==> config.mk <==
export PLATFORM = sky130hd
export DESIGN_NAME = ptpd_cell
export DESIGN_NICKNAME = d
export VERILOG_FILES = /design/src/rtl/ptpd_pkg.sv /design/src/rtl/ptpd_cell.sv
export SDC_FILE = /design/constraint.sdc
export NUM_CORES = 1
export LEC_CHECK = 0
export ABC_AREA = 0
export BUFFER_PORTS_ARGS = -buffer_cell sky130_fd_sc_hd__buf_2
export CAP_MARGIN = 25
export CORE_AREA = 2 2 272 274
export CTS_CLUSTER_DIAMETER = 60
export DETAILED_ROUTE_END_ITERATION = 12
export DIE_AREA = 0 0 274 276
export PLACE_DENSITY = 0.57
export SETUP_SLACK_MARGIN = 0.05
export SKIP_CTS_REPAIR_TIMING = 1
export SLEW_MARGIN = 20
export SYNTH_ARGS = -nofsm -noshare
export SYNTH_HDL_FRONTEND = slang
export SYNTH_SLANG_ARGS = --single-unit
==> constraint.sdc <==
create_clock -name clk -period 7.2 [get_ports clk]
set_input_delay 0.72 -clock clk [delete_from_list [all_inputs] [get_ports clk]]
set_output_delay 0.72 -clock clk [all_outputs]
set_load 0.03 [all_outputs]
==> src/rtl/ptpd_pkg.sv <==
// Shared constants and register codes of the point to plane distance block.
package ptpd_pkg;

    // Width of the distance result and number of quotient cells.
    localparam int DIST_BITS = 17;

    // Configuration port geometry: 64-bit data, registers on 8-byte steps.
    localparam int APB_DATA_W = 64;
    localparam int APB_ADDR_W = 5;
    localparam int REG_IDX_W  = 2;

    // Register indexes.
    localparam logic [REG_IDX_W-1:0] REG_CORNER_A = 2'd0;
    localparam logic [REG_IDX_W-1:0] REG_CORNER_B = 2'd1;
    localparam logic [REG_IDX_W-1:0] REG_CORNER_C = 2'd2;

endpackage

==> src/rtl/ptpd_cell.sv <==
// One quotient cell: decides a single distance bit by comparing q*q*S against D*D.
module ptpd_cell #(
    parameter int BIT     = 0,
    parameter int S_WIDTH = 70,
    parameter int D_WIDTH = 106
) (
    input  logic                                 clk,
    input  logic                                 en,
    input  logic [S_WIDTH-1:0]                   s_sum,
    input  logic [ptpd_pkg::DIST_BITS-1:0]          q_in,
    input  logic [ptpd_pkg::DIST_BITS+S_WIDTH-1:0]  qs_in,
    input  logic [D_WIDTH-1:0]                   q2s_in,
    input  logic [D_WIDTH-1:0]                   dd_in,
    output logic [ptpd_pkg::DIST_BITS-1:0]          q_out,
    output logic [ptpd_pkg::DIST_BITS+S_WIDTH-1:0]  qs_out,
    output logic [D_WIDTH-1:0]                   q2s_out,
    output logic [D_WIDTH-1:0]                   dd_out
);
    import ptpd_pkg::*;

    localparam int QSW = DIST_BITS + S_WIDTH;
    localparam int TW  = ((D_WIDTH > 2 * DIST_BITS + S_WIDTH) ? D_WIDTH
                                                              : 2 * DIST_BITS + S_WIDTH) + 2;
    localparam logic [DIST_BITS-1:0] BIT_MASK = DIST_BITS'(1) << BIT;

    logic [TW-1:0]        trial;
    logic                 take;
    logic [DIST_BITS-1:0] q_reg;
    logic [QSW-1:0]       qs_reg;
    logic [D_WIDTH-1:0]   q2s_reg;
    logic [D_WIDTH-1:0]   dd_reg;

    // (q + 2^b)^2 S = q^2 S + 2^(b+1) q S + 2^(2b) S
    assign trial = TW'(q2s_in) + (TW'(qs_in) << (BIT + 1)) + (TW'(s_sum) << (2 * BIT));
    assign take  = trial <= TW'(dd_in);

    always_ff @(posedge clk)
    begin
        if (en)
        begin
            q_reg   <= take ? (q_in | BIT_MASK) : q_in;
            qs_reg  <= take ? (qs_in + (QSW'(s_sum) << BIT)) : qs_in;
            q2s_reg <= take ? D_WIDTH'(trial) : q2s_in;
            dd_reg  <= dd_in;
        end
    end

    assign q_out   = q_reg;
    assign qs_out  = qs_reg;
    assign q2s_out = q2s_reg;
    assign dd_out  = dd_reg;

endmodule

* After elaboration in Yosys (flattened, before gate mapping)
Cells that the tools add are included.
W data, S select, Z words.
** Storage, ports and cells
- Input port bits :: 388
- Word-level logic and storage cells :: 11
- Flip-flop bits (word level) :: 316
- Output and inout bits :: 316
** Operators by class
- Mux-type cells :: 2
- Add/sub/neg operators :: 3
- Magnitude comparators :: 1
** Operators with widths (count)
- $add A107 B70 Y108 :: 1
- $le A108 B106 Y1 :: 1
- $add A106 B88 Y107 :: 1
- $mux W106 :: 1
- $add A87 B70 Y87 :: 1
- $mux W87 :: 1

* Logic depth before layout (Yosys ltp)
Gate-level depths: netlist of the first run.
- Depth in word-level cells :: 4
- Gate-level depth with buffers :: 30
- Depth with buffers taken out :: 28

* Worst setup path before layout of the first run
Ideal clock, no wire load.
- Kind :: input to register
- From :: input port s_sum[1]
- To :: register qs_reg[86] (netlist: qs_out[86]) (data pin)
- Slack :: 0.552 ns
- Data arrival time :: 6.390 ns
- Required time :: 6.942 ns
- Stages :: 27
- Path buffers :: 0
- Setup time :: 0.258 ns
- Cell sequence :: fa_1 -> ha_1 -> fa_1 -> a211oi_1 -> o21bai_1 -> a21oi_1 -> o31ai_1 -> a211o_1 -> nand3_1 -> a21oi_2 -> a31oi_1 -> nor2_2 -> o21ai_1 -> xnor2_1 -> ha_1 -> a21o_1 -> a21o_1 -> a21oi_1 -> nor2_1 -> a2111oi_0 -> o21ai_0 -> a21oi_1 -> o21ai_0 -> o21ba_2 -> o22ai_4 -> or4_1 -> xnor2_1
** On the way
- Longest elaborated chain between the ends :: 3
- Elaborated cells on any way between the ends :: 4
- Classes of those cells :: add/sub (2); order compare (1); mux (1)
** RTL lines
- start, declared :: line ptpd_cell.sv:9 : input logic [S_WIDTH-1:0] s_sum,
- $add A107 B70 Y108 :: line ptpd_cell.sv:34 : assign trial = TW'(q2s_in) + (TW'(qs_in) << (BIT + 1)) + (TW'(s_sum) << (2 * BIT));
- $le A108 B106 Y1 :: line ptpd_cell.sv:35 : assign take = trial <= TW'(dd_in);
- $mux W87 * :: line ptpd_cell.sv:42 : qs_reg <= take ? (qs_in + (QSW'(s_sum) << BIT)) : qs_in;
- end signal, assigned :: line ptpd_cell.sv:42
- end, declared :: line ptpd_cell.sv:29 : logic [QSW-1:0] qs_reg;
Mark *: on every way between the ends. The rest lies on a longest branch, timed or not.
A chain may end at the register's enable or synchronous reset.

* Final worst setup path of the first run
- From :: input port s_sum[18]
- To :: register qs_reg[80] (netlist: qs_out[80]) (data pin)
Same word-level chain as after synthesis.

==> results.md, run 1 <==
- Share of cells above drive strength 1: 30.84%
- Relative slew slack: 24.04%
- # clock sinks: 316
- Largest net degree at the start of global routing: 117
- Tcrit/Tclk final: 95.83%
- Placer Congestion: 0.9388
- Final hold vios: 0
- Rows: 99
- Vias: 24.13k
- Crit path max fanout: 10
- CP startpoint kind: primary input
- Number of distinct standard cells referenced by the synthesized netlist: 83
- Vias in the first global route: 24.26k
- Worst path most repeated cell: buf_4
- Die height: 276 µm
- Pwr/cell area: 259.6 nW/µm²
- Syn Inst Count: 2,608
- Routed wl met3: 6636 µm
- Wirelength per Cell: 22.61 µm
- Initial antenna violation count: 16
- DRT Wirelength: 102,500 µm
- Upper clock frequency limit: 144.9 MHz
- Post-Route M1 WL: 43,130 µm
- Core Footprint: 72,590 µm²
- Reg clk slew, reported paths: 0.06 ns
- Crit-path max cell delay: 0.53 ns
- Min Tclk post-route: 6.900 ns
- Layout area overhead: 30.65%
- CTS tree: done
- Longest Clk Path Bufs: 3
- Max Cap Violations: 0
- Async SR Flop Fraction: 0%
- H-tree depth: 2
- Number of buffers created by CTS: 46
- Register area: 9489 µm²
- Initial core utilization: 36.03%
- Leak: 15.57 nW
- Warnings from Yosys: 0
- CP required: 7.52 ns
- Detail Route Antenna Nets: 0
- Top FF cell, synth: edfxtp_1
- Avg Cell Area, Syn: 10.03 µm²
- DRC violations left: 0
- Synth Register Bits: 316
- Worst path arrival time: 7.22 ns
- Vias per inst: 5.319
- CP endpoint kind: register
- Met2 WL: 50,000 µm
- Post-Syn Area: 26,150 µm²
- WHS: 0.3029 ns
- Worst vdd ir: 0.1929 mV
- Area of the multi-input gates: 15,700 µm²
- CP max stage cell: fa_1
- Num ports: 704
- Syn_nets: 3,350
- Status: complete, no violations
- EDFF count, synth: 316
- Die W: 274 µm
- RSZ-0062 raised after global routing: true
- Filler cells: 7,090
- DP Wirelength: 87,160 µm
- Highest routed layer: met4
- Die area: 75,620 µm²
- Port bufs: 703
- NumNets Final: 4,273
- Gr ovfl total: 0
- Commonest cells after routing, fill and taps aside: buf_2, edfxtp_1, ha_1
- Worst-margin pin slew: 1.130 ns
- Finished Core Util: 47.07%
- CTS root buffer: clkbuf_16
- Total GRT Usage: 26.21%
- Drt first pass iters: 5
- Min-delay worst type: in2reg
- Seq/Total Area, Yosys: 36.29%
- First DRT Iteration DRCs: 1,591
- CP Class: in2reg
- Commonest non-fill, non-tap cell in the layout: buf_2
- Slew Viols, Final: 0
- First-pass GRT wire length: 150,400 µm
- Final setup viols: 0
-- cells by family (layout without fill, tap and decap cells) --
group | count (synthesis) | after routing | synth area share (%)
muxes | 91 | 91 | 3.919
and+or+nand+nor | 639 | 639 | 12.02
adders and majority gates | 354 | 354 | 18.98
other | 0 | 10 | 0
AOI/OAI and AO/OA | 745 | 745 | 17.77
buffers and inverters | 262 | 1221 | 4.301
DFF | 316 | 316 | 36.29
xor gates and xnor gates | 201 | 201 | 6.732
-- cells in the mapped netlist (5+ instances only) --
master,n,area [µm²]
edfxtp_1,316,9489
ha_1,283,3541
a21oi_1,237,1186
nand2_1,216,810.8
o21ai_0,186,930.9
inv_1,161,604.3
nor2_1,120,450.4
a21o_1,113,848.3
xor2_1,101,884.6
xnor2_1,100,875.8
mux2_1,91,1025
nand4_1,83,519.3
clkbuf_1,71,266.5
fa_1,71,1421
nand3_1,44,220.2
o21bai_1,42,315.3
nor3_1,38,190.2
o21a_1,26,195.2
nor4_1,24,150.1
nand2b_1,23,143.9
nor2b_1,20,125.1
and3_1,17,106.4
o31ai_1,16,120.1
a31oi_1,14,87.58
o211ai_1,14,105.1
and4_1,12,105.1
buf_6,12,135.1
a211oi_1,11,82.58
and2_1,11,68.82
o221ai_1,9,78.83
a21boi_0,8,60.06
a221oi_1,8,70.07
buf_2,8,40.04
buf_4,8,60.06
o21ai_1,7,35.03
or2_2,7,43.79
a2111oi_0,6,52.55
a211o_1,5,43.79
-- power breakdown --
group          total [W]  leakage (nW)  switching, W  internal [W]
sequential       0.00247          3.09     0.0000990       0.00237
clock            0.00225         0.737      0.000949       0.00130
combinational    0.00415          11.7       0.00253       0.00162
total            0.00887          15.6       0.00358       0.00529
-- routing by layer --
| layer | track usage [%] | vias to the layer above |
|---|---|---|
| met5 | 0 | - |
| met4 | 7.595 | 0 |
| met3 | 4.829 | 133 |
| met2 | 45.07 | 835 |
| met1 | 33.35 | 11632 |
| li1 | - | 11527 |
-- layout make-up --
| cell class | instances | share of cell area (%) |
|---|---|---|
| multi-input combinational | 2030 | 45.94 |
| sequential | 316 | 27.78 |
| timing repair buffer | 975 | 16.55 |
| clock buffer | 54 | 3.519 |
| tap | 959 | 3.512 |
| inverter | 162 | 1.780 |
| clock inverter | 30 | 0.8497 |
| antenna | 10 | 0.07325 |
-- stage by stage --
stage | setup TNS [ns] | setup slack [ns] | instance area [µm²] | power [W] | cells
after floorplan | 0 | 0.5519 | 26150 | 0.004916 | 2608
after global placement | -185.79 | -1.049 | 32440 | 0.006564 | 4438
after detailed placement | -130.22 | -0.7671 | 32440 | 0.006567 | 4438
after CTS | -23.36 | -0.2158 | 33930 | 0.008856 | 4522
after global routing | -0.06369 | -0.03135 | 34160 | 0.009361 | 4536
final | 0 | 0.3005 | 34160 | 0.008869 | 4536
-- worst max-delay path, delay by kind of cell --
family,cells,cell delay [ns]
xor+xnor,2,0.44
fa+ha+maj,3,1.21
buf+inv,7,1.14
compound gates,16,3.19
simple gates,2,0.50
-- worst paths after layout --
kind	end	depth (start not counted)	slack, ns	from
max	qs_out[80]$_DFFE_PP_	30	0.30	s_sum[18]
min	q_out[4]$_DFFE_PP_	1	0.30	q_in[4]
-- flip-flops by register name (all words and copies together) (netlist names) --
signal   cells
dd_out     106
q2s_out    106
q_out       17
qs_out      87
Note: power is estimated with default switching activity, not from simulation.
==> inputs of run 2 (changes only) <==
CORE_AREA = 2 2 275 277   (was 2 2 272 274)
DIE_AREA = 0 0 277 279   (was 0 0 274 276)
PLACE_DENSITY = 0.56   (was 0.57)
==> run 2 against run 1 <==
Net effect:
- combinational power is essentially flat
- largest power group unchanged
- fmax grew 0.54%
- sequential power is essentially flat
- critical endpoint is now q2s_out[44]$_DFFE_PP_
- non-clock buffer count grew 17
- first-iteration DRC count grew 3.7%
- clock power shrank 4%
==> results.md, run 2 (synthesis results as in run 1) <==
- Design Area, Final: 34,200 µm²
- CP max stage cell: fa_1
- Die W: 277 µm
- Min Tclk post-route: 6.863 ns
- DRC violations left: 0
- CTS root buffer: clkbuf_16
- Final setup viols: 0
- Finished Core Util: 46.17%
- Largest net degree at the start of global routing: 159
- WHS: 0.3182 ns
- Upper clock frequency limit: 145.7 MHz
- Vias per inst: 5.273
- Initial core utilization: 35.30%
- DRT Wirelength: 102,400 µm
- Rows: 100
- Reg clk slew, reported paths: 0.06 ns
- Final hold vios: 0
- Vias in the first global route: 24.24k
- Initial antenna violation count: 13
- Placed Area: 32,580 µm²
- Detail Route Antenna Nets: 0
- DP Cell Count: 4,465
- Die area: 77,280 µm²
- Layout area overhead: 30.77%
- Die height: 279 µm
- Crit path max fanout: 31
- Leak: 15.62 nW
- Commonest non-fill, non-tap cell in the layout: buf_2
- Tcrit/Tclk final: 95.32%
- Crit-path max cell delay: 0.49 ns
- Port bufs: 703
- # clock sinks: 316
- Placer Congestion: 0.9448
- Worst Setup Slack, final: 0.3373 ns
- DP Wirelength: 87,280 µm
- Drt first pass iters: 6
- Total GRT Usage: 25.51%
- Worst-margin pin slew: 1.056 ns
- First-pass GRT wire length: 148,800 µm
- NumNets Final: 4,288
- Wirelength per Cell: 22.48 µm
- DP Worst Slack: -0.8754 ns
- CP endpoint kind: register
- Min-delay worst type: in2reg
- Share of cells above drive strength 1: 30.90%
- Worst path arrival time: 7.18 ns
- Max Cap Violations: 0
- Number of buffers created by CTS: 44
- RSZ-0062 raised after global routing: true
- CP required: 7.52 ns
- Slew Viols, Final: 0
- Longest Clk Path Bufs: 3
- H-tree depth: 2
- Commonest cells after routing, fill and taps aside: buf_2, edfxtp_1, buf_4
- Post-route insts no fill: 4,555
- First DRT Iteration DRCs: 1,650
- CP Class: in2reg
- CP startpoint kind: primary input
- Core Footprint: 74,070 µm²
- Vias: 24.02k
- Status: complete, no violations
- Relative slew slack: 29.02%
- Gr ovfl total: 0
- CTS tree: done
- Num ports: 704
- Pwr/cell area: 257.6 nW/µm²
- Worst vdd ir: 0.1767 mV
-- run 2: cell types whose count changed in the layout (fill, tap and decap cells not counted), sizes merged --
cell	change
clkinvlp	+2
diode	-6
inv	-3
clkinv	-1
buf	+18
clkbuf	-1
-- run 2: area by class of cell --
cell class	instances	area (µm²)
antenna	4	10.01
tap	969	1212
sequential	316	9489
inverter	162	608.1
timing repair buffer	992	5772
fill	7207	39870
multi-input combinational	2030	15680
clock inverter	28	247.7
clock buffer	54	1181
-- run 2: per-layer routing --
metal  global-route usage, %  up-vias  wire (µm)
met5                       0        -         48
met4                   8.138        8       3134
met3                   5.280      171       6529
met2                   44.05      816      50010
met1                   31.85    11483      42680
li1                        -    11542          -
-- run 2: final timing paths --
kind / start / end / depth (start not counted)
max: s_sum[15] / q2s_out[44]$_DFFE_PP_ / 30
min: dd_in[73] / dd_out[73]$_DFFE_PP_ / 1
-- run 2: where the power goes --
group | internal [W] | switching (W)
Clock | 0.00126 | 0.000910
Combinational | 0.00163 | 0.00254
Sequential | 0.00237 | 0.0000959
Total | 0.00526 | 0.00355
-- run 2: through the flow --
| step | total power (W) | TNS [ns] |
|---|---|---|
| 6_report | 0.008808 | 0 |
| 5_1_grt | 0.009287 | 0 |
| 4_1_cts | 0.008798 | -38.59 |
| 3_5_place_dp | 0.006595 | -152.07 |
| 3_3_place_gp | 0.006593 | -141.19 |
| 2_1_floorplan | 0.004916 | 0 |
-- run 2: worst max-delay path, delay by kind of cell --
| kind | cells | cell delay [ns] |
|---|---|---|
| compound gates | 9 | 2.21 |
| buf+inv | 6 | 0.86 |
| xor+xnor | 1 | 0.14 |
| simple gates | 10 | 1.65 |
| mux | 1 | 0.34 |
| fa+ha+maj | 3 | 1.20 |
